$ cat config.mk
export PLATFORM = sky130hd
export DESIGN_NAME = fpnd_nwt_cell
export DESIGN_NICKNAME = d
export VERILOG_FILES = /design/src/sv/fpnd_pkg.sv /design/src/sv/fpnd_nwt_cell.sv
export SDC_FILE = /design/constraint.sdc
export NUM_CORES = 2
export LEC_CHECK = 0
export ABC_AREA = 0
export ABC_CLOCK_PERIOD_IN_PS = 900
export BUFFER_PORTS_ARGS = -buffer_cell sky130_fd_sc_hd__buf_4
export CORE_MARGIN = 2
export CORE_UTILIZATION = 60
export DETAILED_ROUTE_END_ITERATION = 8
export HOLD_SLACK_MARGIN = 0.12
export PLACE_DENSITY = 0.82
export SLEW_MARGIN = 20
export SYNTH_ARGS = -nofsm -noshare
export SYNTH_HDL_FRONTEND = slang
export SYNTH_SLANG_ARGS = --single-unit
export TNS_END_PERCENT = 30
$ cat constraint.sdc
create_clock -name clk -period 0.9 [get_ports clk]
set_clock_uncertainty 0.2 [all_clocks]
set_input_delay 0.045 -clock clk [delete_from_list [all_inputs] [get_ports clk]]
set_output_delay 0.045 -clock clk [all_outputs]
set_load 0.01 [all_outputs]
$ cat src/sv/fpnd_pkg.sv
// shared types, constants and the 16.16 multiply for the newton divider
package fpnd_pkg;

	localparam int unsigned DATA_W  = 32;
	localparam int unsigned FRAC_W  = 16;
	localparam int unsigned NORM_N  = 5;
	localparam int unsigned NWT_N   = 4;
	localparam int unsigned NORM_B  = 30;

	localparam logic [DATA_W-1:0] FX_TWO  = 32'h0002_0000;
	localparam logic [DATA_W-1:0] FX_SEED = 32'd3;

	typedef enum logic {
		ACT_MUL = 1'b0,
		ACT_DIV = 1'b1
	} act_t;

	typedef struct packed {
		act_t               action;
		logic signed [31:0] operand_a;
		logic signed [31:0] operand_b;
	} op_t;

	typedef struct packed {
		logic signed [31:0] result;
		logic               divide_error;
	} res_t;

	typedef struct packed {
		logic              div;
		logic              neg;
		logic              err;
		logic [DATA_W-1:0] td;
		logic [DATA_W-1:0] g;
		logic [DATA_W-1:0] d;
		logic [DATA_W-1:0] n;
	} norm_t;

	typedef struct packed {
		logic              div;
		logic              neg;
		logic              err;
		logic [DATA_W-1:0] g;
		logic [DATA_W-1:0] t1;
		logic [DATA_W-1:0] t2;
	} nwt_t;

	function automatic logic [DATA_W-1:0] fx_mul(input logic [DATA_W-1:0] a,
		input logic [DATA_W-1:0] b);
		logic signed [2*DATA_W-1:0] p;
		p = signed'(a) * signed'(b);
		return p[FRAC_W +: DATA_W];
	endfunction

endpackage

$ cat src/sv/fpnd_nwt_cell.sv
// newton cell: scales both terms by its factor; after the first, divides only
module fpnd_nwt_cell #(
	parameter bit First = 1'b0
) (
	input  logic          clk,
	input  logic          arst_n,
	input  logic          adv,
	input  logic          vld_in,
	input  fpnd_pkg::nwt_t din,
	output logic          vld_q,
	output fpnd_pkg::nwt_t dout_q
);
	import fpnd_pkg::*;

	logic [DATA_W-1:0] m;
	logic [DATA_W-1:0] p1;
	logic [DATA_W-1:0] p2;
	nwt_t              nxt;

	always_comb begin
		if (First) begin
			m = din.div ? din.g : din.t1;
		end else begin
			m = FX_TWO - din.t1;
		end
		p1  = fx_mul(m, din.t1);
		p2  = fx_mul(m, din.t2);
		nxt = din;
		if (First || din.div) begin
			nxt.t1 = p1;
			nxt.t2 = p2;
		end
	end

	always_ff @(posedge clk or negedge arst_n) begin
		if (!arst_n) begin
			vld_q <= 1'b0;
		end else if (adv) begin
			vld_q <= vld_in;
		end
	end

	always_ff @(posedge clk) begin
		if (adv) begin
			dout_q <= nxt;
		end
	end

endmodule

==> run_results.csv <==
group,metric,value,unit
die,die_w,329,µm
logic_synthesis,synth_cell_type_count,75,
cts,h-tree-depth,3,
timing,setup_ws,-7.63,ns
logic_synthesis,synth_adder_area_share,0.597,
finish,syn2layout_area_growth,15.9,%
logic_synthesis,netlist_top_cells_count,"fa_1, inv_1, nor2b_1",
routing,routed_wl,179,mm
logic_synthesis,ys_warn_count,0,
die,placeableCoreArea,105000,µm²
cts,cts_buffers,9,
timing,hold_violations,55,
logic_synthesis,async_flop_share,0.0100,
worst_setup_path,critical-path-max-stage-delay,0.57,ns
finish,fin_nets,9266,
cts,cts_root_buffer,"clkbuf_16",
cts,hold_buffers,37,
worst_setup_path,reg2regPathDepth,1,
timing,grt_setup_unrepaired,"yes",
logic_synthesis,synth.most_common_cell,"fa_1",
global_routing,grt_start_max_net_pins,68,
placement,io_buffers,202,
min_path,hold_end,"dout_q[13]",
logic_synthesis,ys_top_cells_by_area,"fa_1, inv_1, nor2b_1",
placement,gp_congestion,0.926,
logic_synthesis,synth_edf_count,99,
logic_synthesis,synth_cells,6541,
worst_setup_path,cp-end-kind,"flop",
worst_setup_path,path_class,"input port to flop",
worst_setup_path,critical-path-top-cell-by-count,"fa_1",
min_path,min_path_type,"input port to flop",
global_routing,first_global_vias,54200,
logic_synthesis,ys_seq_elements,100,
cts,cts.sinks,100,
timing,worst_pin_slew,0.841,ns
worst_setup_path,cp_max_fo,11,
global_routing,antenna_found_initial,2,
logic_synthesis,syn_area,63500,µm²
timing,finalMaxSlewViolations,0,
logic_synthesis,synth_compound_area_frac,0.0263,
finish,drive_above_1_share,0.166,
logic_synthesis,synth_area_leader_cell,"fa_1",
cts,cts_tree,"yes",
status,status,"finished with violations",
die,dieArea,109000,µm²
cts,clock_latency,0.41,ns
routing,drt_iter0_drc,3374,
worst_setup_path,critical_path_required,0.88,ns
min_path,min_delay_path_depth,2,
logic_synthesis,synth_top_family_by_area,"adder cells",
placement,hpwl,149,mm
global_routing,grt_pass1_wl,287,mm
cts,cts_buffer_depth,2,
worst_setup_path,rrSetupSlack,-0.06,ns
die,start_util,0.604,
global_routing,grt.overflow.total,0,
timing,finalSetupTns,-494.13,ns
logic_synthesis,yosys.area.top_type_share,0.528,
routing,vias,47300,
worst_setup_path,timing.rr.end,"vld_q",
logic_synthesis,synth_seq_area_share,0.0472,
worst_setup_path,startpoint,"din[36]",
timing,finalSetupViolCount,165,
logic_synthesis,synthFlopType,"edfxtp_1",
timing,max_freq,117,MHz
logic_synthesis,syn-mean-instance-area,9.71,µm²
timing,holdWs,-0.183,ns
global_routing,grt_usage,0.347,
die,rows,119,
min_path,hp-start,"din[13]",
run,cap_violations,0,
routing,drtPass1Iterations,5,
timing,relSlewSlack,0.439,
routing,wl_per_cell,21.0,µm
status,violations,"hold timing, setup timing",
worst_setup_path,critPathArrivalTime,8.51,ns
routing,ant_nets,0,
routing,via_per_inst,5.54,
die,io_pins,203,
logic_synthesis,synth_fp_nets,8671,
logic_synthesis,synth_xor_area_frac,0.0187,
die,dieHeight,329,µm
logic_synthesis,yosys.area_share.simple,0.183,
worst_setup_path,cpMaxStageDelayCell,"fa_1",
worst_setup_path,reg2reg_from,"vld_q",
logic_synthesis,synthMuxAreaShare,0.00735,
worst_setup_path,critPathLaunchType,"input port",
cts,path_clk_slew,0.10,ns
timing,min_period,8.53,ns
timing,period_share,9.48,
routing,drc,0,
[routing by layer]
layer  routed length (µm)  global-route usage
met5                    0                   0
met4                13800               0.218
met3                14200              0.0576
met2                88400               0.584
met1                62900               0.418
[timing repair]
action,CTS,global route
buffers inserted,22,7
resized for setup,179,98
endpoints found under the setup margin,165,165
pin swaps,57,7
endpoints found under the hold margin,154,114
[cell usage in the layout (no fill, tap or decap), drive strengths merged, types with 7 or more instances in the layout]
cell type,n
or2b,10
inv,1646
o21bai,12
clkbuf,10
xnor2,93
nor4,13
or3,7
a21o,40
nor2,124
fa,1676
o31ai,9
edfxtp,99
nand3,17
and3,14
nand2,202
ha,351
o21ai,39
dlygate4sd3,37
and2,321
a31oi,12
xor2,24
nand2b,484
a21oi,67
nor2b,739
mux2,37
nand4,10
buf,923
o211ai,9
nor3,17
[metrics by stage]
| step | utilization | hold WS (ns) | cells | instance area [µm²] | setup slack, ns |
|---|---|---|---|---|---|
| after floorplan | - | -0.451 | 6541 | 63800 | -7.51 |
| after CTS | 0.696 | -0.194 | 8525 | 73100 | -7.48 |
| after global routing | 0.701 | -0.173 | 8533 | 73600 | -7.86 |
| after detailed placement | 0.680 | -0.378 | 8450 | 71500 | -8.45 |
| after global placement | 0.680 | -0.379 | 8450 | 71500 | -8.17 |
| final | 0.701 | -0.183 | 8534 | 73600 | -7.63 |
[critical path: cells and delay by family]
family	cells	cell delay, ns
compound gates	8	1.58
fa+ha+maj	10	4.71
simple gates	7	1.42
buf+inv	7	0.76
[sequential cells by signal (all words and copies together) (netlist names)]
name    count
vld_q       1
dout_q     99
[cell type report]
class | instances | area, µm²
inverters | 1645 | 6180
well taps | 1391 | 1740
fillers | 7507 | 31500
clock inverters | 7 | 60.1
multi-input cells | 4419 | 54100
flip-flops and latches | 100 | 3000
diodes | 2 | 5.00
clock buffers | 9 | 225
repair buffers | 961 | 8340
[cell families (layout without fill, tap and decap cells)]
family | count (synthesis) | after routing
buffers and inverters | 2022 | 2622
other | 0 | 2
adders and majority gates | 2027 | 2027
AOI/OAI and AO/OA | 248 | 248
xor gates and xnor gates | 124 | 124
muxes | 42 | 42
and+or+nand+nor | 1978 | 1978
DFF | 100 | 100
[worst max path at each step]
stage | slack [ns] | end
final | -7.63 | dout_q[27]
after global routing | -7.86 | dout_q[25]
after CTS | -7.48 | dout_q[63]
after detailed placement | -8.45 | dout_q[28]
after global placement | -8.17 | dout_q[28]
after floorplan | -7.51 | dout_q[31]
Power is not shown: default switching activity piles up to over one toggle a cycle in this logic, so the estimate is an artifact.
