<file path="src/sv/fpnd_pkg.sv">
// shared types, constants and the 16.16 multiply for the newton divider
package fpnd_pkg;

	localparam int unsigned DATA_W  = 32;
	localparam int unsigned FRAC_W  = 16;
	localparam int unsigned NORM_N  = 5;
	localparam int unsigned NWT_N   = 4;
	localparam int unsigned NORM_B  = 30;

	localparam logic [DATA_W-1:0] FX_TWO  = 32'h0002_0000;
	localparam logic [DATA_W-1:0] FX_SEED = 32'd3;

	typedef enum logic {
		ACT_MUL = 1'b0,
		ACT_DIV = 1'b1
	} act_t;

	typedef struct packed {
		act_t               action;
		logic signed [31:0] operand_a;
		logic signed [31:0] operand_b;
	} op_t;

	typedef struct packed {
		logic signed [31:0] result;
		logic               divide_error;
	} res_t;

	typedef struct packed {
		logic              div;
		logic              neg;
		logic              err;
		logic [DATA_W-1:0] td;
		logic [DATA_W-1:0] g;
		logic [DATA_W-1:0] d;
		logic [DATA_W-1:0] n;
	} norm_t;

	typedef struct packed {
		logic              div;
		logic              neg;
		logic              err;
		logic [DATA_W-1:0] g;
		logic [DATA_W-1:0] t1;
		logic [DATA_W-1:0] t2;
	} nwt_t;

	function automatic logic [DATA_W-1:0] fx_mul(input logic [DATA_W-1:0] a,
		input logic [DATA_W-1:0] b);
		logic signed [2*DATA_W-1:0] p;
		p = signed'(a) * signed'(b);
		return p[FRAC_W +: DATA_W];
	endfunction

endpackage

</file>
<file path="src/sv/fpnd_norm_cell.sv">
// one normalize cell: shifts divisor copy and seed left by Shift when the Shift bits from bit 30 down are clear
module fpnd_norm_cell #(
	parameter int unsigned Shift = 1
) (
	input  logic           clk,
	input  logic           arst_n,
	input  logic           adv,
	input  logic           vld_in,
	input  fpnd_pkg::norm_t din,
	output logic           vld_q,
	output fpnd_pkg::norm_t dout_q
);
	import fpnd_pkg::*;

	norm_t nxt;

	always_comb begin
		nxt = din;
		if (din.td[NORM_B -: Shift] == '0) begin
			nxt.td = din.td << Shift;
			nxt.g  = din.g << Shift;
		end
	end

	always_ff @(posedge clk or negedge arst_n) begin
		if (!arst_n) begin
			vld_q <= 1'b0;
		end else if (adv) begin
			vld_q <= vld_in;
		end
	end

	always_ff @(posedge clk) begin
		if (adv) begin
			dout_q <= nxt;
		end
	end

endmodule

</file>
<file path="config.mk">
export PLATFORM = sky130hd
export DESIGN_NAME = fpnd_norm_cell
export DESIGN_NICKNAME = d
export VERILOG_FILES = /design/src/sv/fpnd_pkg.sv /design/src/sv/fpnd_norm_cell.sv
export SDC_FILE = /design/constraint.sdc
export NUM_CORES = 1
export LEC_CHECK = 0
export BUFFER_PORTS_ARGS = -buffer_cell sky130_fd_sc_hd__buf_2
export CAP_MARGIN = 10
export CORE_MARGIN = 1
export CORE_UTILIZATION = 45
export DETAILED_ROUTE_END_ITERATION = 16
export GPL_ROUTABILITY_DRIVEN = 1
export GPL_TIMING_DRIVEN = 0
export PLACE_DENSITY = 0.77
export SLEW_MARGIN = 5
export SYNTH_ARGS = -nofsm -noshare
export SYNTH_HDL_FRONTEND = slang
export SYNTH_SLANG_ARGS = --single-unit
</file>
<file path="constraint.sdc">
create_clock -name clk -period 0.98 [get_ports clk]
set_clock_uncertainty 0.05 [all_clocks]
set_input_delay 0.196 -clock clk [delete_from_list [all_inputs] [get_ports clk]]
set_output_delay 0.196 -clock clk [all_outputs]
set_load 0.02 [all_outputs]
</file>
==> run_results.csv, run 1 <==
group,metric,value,unit
yosys,ys_seq_area_share,79.1,%
yosys,syn_nets,339,
die,die_x,107,um
placed_design,io_buffers,265,
yosys,synth_edf_count,131,
yosys,synthFlopType,"edfxtp_1",
yosys,yosysMostFrequentCell,"edfxtp_1",
die,die_h,107,um
clock_tree,cts_root_buf,"clkbuf_8",
clock_tree,htreeDepth,4,
yosys,netlist_area,5000,um2
yosys,synth.distinct_cells,8,
yosys,synth_common_cells,"edfxtp_1 (131), mux2_4 (56), buf_12 (5), mux2_2 (5), and2_1 (3)",
outcome,status,"did not finish",
yosys,synth_cells,204,
placed_design,place_inst,610,
placed_design,gp_congestion,0.754,
yosys,synth_top_area_cell,"edfxtp_1",
clock_tree,clk_path_buf_depth,2,
yosys,synth.top_cell.area_share,78.6,%
placed_design,hpwl,8150,um
die,start_util,46.2,%
outcome,error,"[ERROR RSZ-0060] Max buffer count reached.",
clock_tree,cts_buffers,17,
clock_tree,cts_sinks,132,
clock_tree,cts_hold_buf,129,
clock_tree,cts_resized,82,
die,top_level_ports,267,
yosys,netlist_top_cells_area,"edfxtp_1 (79%), mux2_4 (17%), buf_12 (2.0%), mux2_2 (1.1%), dfrtp_1 (0.50%)",
yosys,yosys_warnings,0,
yosys,synth-seq-cells,132,
yosys,async_flop_share,0.758,%
clock_tree,cts_setup_buffers,1,
die,num_rows,38,
placed_design,placed_area,6550,um2
placed_design,dp_slack,-0.670,ns
yosys,syn-mean-instance-area,24.5,um2
outcome,lastStage,"clock tree synthesis",
## logic make-up after synthesis
logic type,after synthesis,share of synthesized area [%]
and+or+nand+nor,4,0.500
muxes,61,17.9
buffers and inverters,7,2.45
DFF,132,79.1
## per-stage QoR
step	hold slack, ns	util, %
detailed placement	-0.0776	60.5
global placement	-0.0720	60.1
floorplan	-0.150	-
==> run 2, diff against run 1 <==
--- a/config.mk
+++ b/config.mk
@@ -8,11 +8,11 @@
 export BUFFER_PORTS_ARGS = -buffer_cell sky130_fd_sc_hd__buf_2
 export CAP_MARGIN = 10
 export CORE_MARGIN = 1
-export CORE_UTILIZATION = 45
+export CORE_UTILIZATION = 40
 export DETAILED_ROUTE_END_ITERATION = 16
 export GPL_ROUTABILITY_DRIVEN = 1
 export GPL_TIMING_DRIVEN = 0
-export PLACE_DENSITY = 0.77
+export PLACE_DENSITY_LB_ADDON = 0.15
 export SLEW_MARGIN = 5
 export SYNTH_ARGS = -nofsm -noshare
 export SYNTH_HDL_FRONTEND = slang
==> run_results.csv, run 2 <==
group,metric,value,unit
worst_setup_path,cp.arrival,1.02,ns
die,die_area,13000,um2
timing,slew_headroom,74.7,%
global_route,grtUsageTotal,19.2,%
outcome,violations,"setup timing",
cells_and_area,multi_input_area,925,um2
yosys,synth_cells,204,
power_and_ir_drop,powerDensity,1860,nW/um2
yosys,synth_common_cells,"edfxtp_1 (131), mux2_4 (56), buf_12 (5), mux2_2 (5), and2_1 (3)",
timing,worst_slack,-0.290,ns
routing,drc,0,
yosys,ys_seq_area_share,79.1,%
cells_and_area,drive_gt1_share,63.5,%
yosys,syn-mean-instance-area,24.5,um2
worst_setup_path,worst_setup_path_start_kind,"register",
routing,drt_first_pass_iters,4,
routing,wire_per_inst,18.4,um
routing,drt-initial-drc-count,193,
cells_and_area,nFillCells,775,
worst_setup_path,cp_data_required_time,0.73,ns
worst_setup_path,crit_type,"register to primary output",
routing,vias,3385,
cells_and_area,area_growth_syn_to_layout,70.4,%
yosys,synth.distinct_cells,8,
timing,whs,0.0295,ns
worst_setup_path,path_cells,"buf_2",
yosys,syn_nets,339,
placed_design,dp_slack,-0.663,ns
yosys,synthFlopType,"edfxtp_1",
job,drv_cap,0,
outcome,status,"finished, violations left",
timing,finalCritPeriodShare,130,%
worst_setup_path,slowest_delay,0.42,ns
yosys,yosys_warnings,0,
yosys,netlist_area,5000,um2
die,start_util,41.3,%
cells_and_area,seq_area,3960,um2
power_and_ir_drop,leakage,0.00372,uW
routing,viasPerCell,4.55,
power_and_ir_drop,vdd_drop_max,0.000893,V
clock_tree,htreeDepth,4,
worst_setup_path,end_kind,"primary output",
global_route,overflow,0,
cells_and_area,fin_nets,698,
yosys,synth_edf_count,131,
worst_setup_path,cp_num_buf_inv,1,
routing,ant_nets,0,
die,num_rows,40,
cells_and_area,final_cell_mix,"buf_2 (169), edfxtp_1 (131), buf_6 (95)",
clock_tree,worstSkewPairLatency,0.41,ns
cells_and_area,design_area,8530,um2
global_route,grt_pass1_wl,17600,um
placed_design,hpwl,7640,um
timing,setup-violations-final,133,
yosys,synth-seq-cells,132,
placed_design,placed_area,6590,um2
timing,finalHoldViolCount,0,
power_and_ir_drop,finalPower,15900,uW
timing,rsz0062_at_grt,"yes",
timing,period_needed,1.27,ns
clock_tree,cts_tree,"yes",
placed_design,io_buffers,265,
worst_setup_path,worst-path-max-fanout,1,
clock_tree,cts_root_buf,"clkbuf_16",
worst_setup_path,crit_slowest_cell,"edfxtp_1",
yosys,synth_top_area_cell,"edfxtp_1",
global_route,grt_antenna_before_repair,1,
die,top_level_ports,267,
die,die_x,114,um
placed_design,gp_congestion,0.670,
worst_setup_path,crit_family,"flip-flops",
timing,fmax,0.787,GHz
die,die_h,114,um
yosys,netlist_top_cells_area,"edfxtp_1 (79%), mux2_4 (17%), buf_12 (2.0%), mux2_2 (1.1%), dfrtp_1 (0.50%)",
die,coreArea,12100,um2
routing,wl,13700,um
cells_and_area,final_util,70.4,%
timing,final-max-slew-violation-count,0,
clock_tree,clk_transition_reported_paths,0.06,ns
global_route,grt_pass1_vias,3305,
cells_and_area,final_common_cell,"buf_2",
cells_and_area,top_register,"dout_q",
yosys,async_flop_share,0.758,%
global_route,grt_max_degree,69,
clock_tree,cts_buffers,17,
clock_tree,clk_path_buf_depth,2,
cells_and_area,largest_reg_flops,131,
clock_tree,cts_sinks,132,
worst_hold_path,hold_class,"input pin to register",
yosys,synth.top_cell.area_share,78.6,%
timing,worst_pin_slew,0.379,ns
yosys,yosysMostFrequentCell,"edfxtp_1",
cells_and_area,largestRegisters,"dout_q (131), vld_q (1)",
run 2: cell counts after synthesis:
No cell type changed its count.
run 2: where the power goes:
group,internal (uW),switching (uW)
Clock,3950,2260
Combinational,1440,1220
Sequential,6780,209
Total,12200,3690
run 2: path summary, 6_finish.rpt:
kind / cells after the start / endpoint / slack [ns] / startpoint
worst min-delay path: 2 / dout_q[96] / 0.03 / din[96]
worst max register to register: 3 / vld_q / -0.07 / vld_q
worst max-delay path: 1 / dout_q[130] / -0.29 / dout_q[130]
worst min register to register: 3 / vld_q / 0.66 / vld_q
min in group asynchronous: 2 / vld_q / 0.04 / arst_n
max in group asynchronous: 2 / vld_q / 0.76 / arst_n
run 2: per-stage QoR:
stage,cells,TNS [ns]
global route,743,-32.65
floorplan,204,-4.54
finish,744,-28.42
CTS,742,-29.30
global placement,637,-240.90
detailed placement,638,-49.84
run 2: kinds of logic (layout without fill, tap and decap cells):
logic type	Yosys count	count (layout)	synth area share [%]
muxes	61	61	17.9
DFF	132	132	79.1
other	0	1	0
and+or+nand+nor	4	4	0.500
buffers and inverters	7	378	2.45
run 2: cell type report:
type | instances | area share (%)
Tap cell | 168 | 2.47
Clock inverter | 11 | 1.60
Antenna cell | 1 | 0.0294
Buffer | 7 | 1.58
Sequential cell | 132 | 46.4
Timing Repair Buffer | 340 | 31.9
Multi-Input combinational cell | 65 | 10.8
Clock buffer | 20 | 5.12
run 2: timing repair:
item | 4_1_cts | 5_1_grt
setup buffers | 1 | 1
hold buffers | 71 | 0
gates cloned | 1 | 0
gates resized for setup | 72 | 120
setup endpoints to repair | 198 | 132
endpoints found under the hold margin | 71 | 0
run 2: routing by layer:
layer / vias up / wire [um] / global-route usage, %
li1: 1538 / - / -
met1: 1617 / 4710 / 19.4
met2: 195 / 7170 / 34.0
met3: 35 / 1350 / 9.09
met4: 0 / 427 / 7.71
met5: - / 0 / 0
Note: power is estimated with default switching activity, not from simulation.
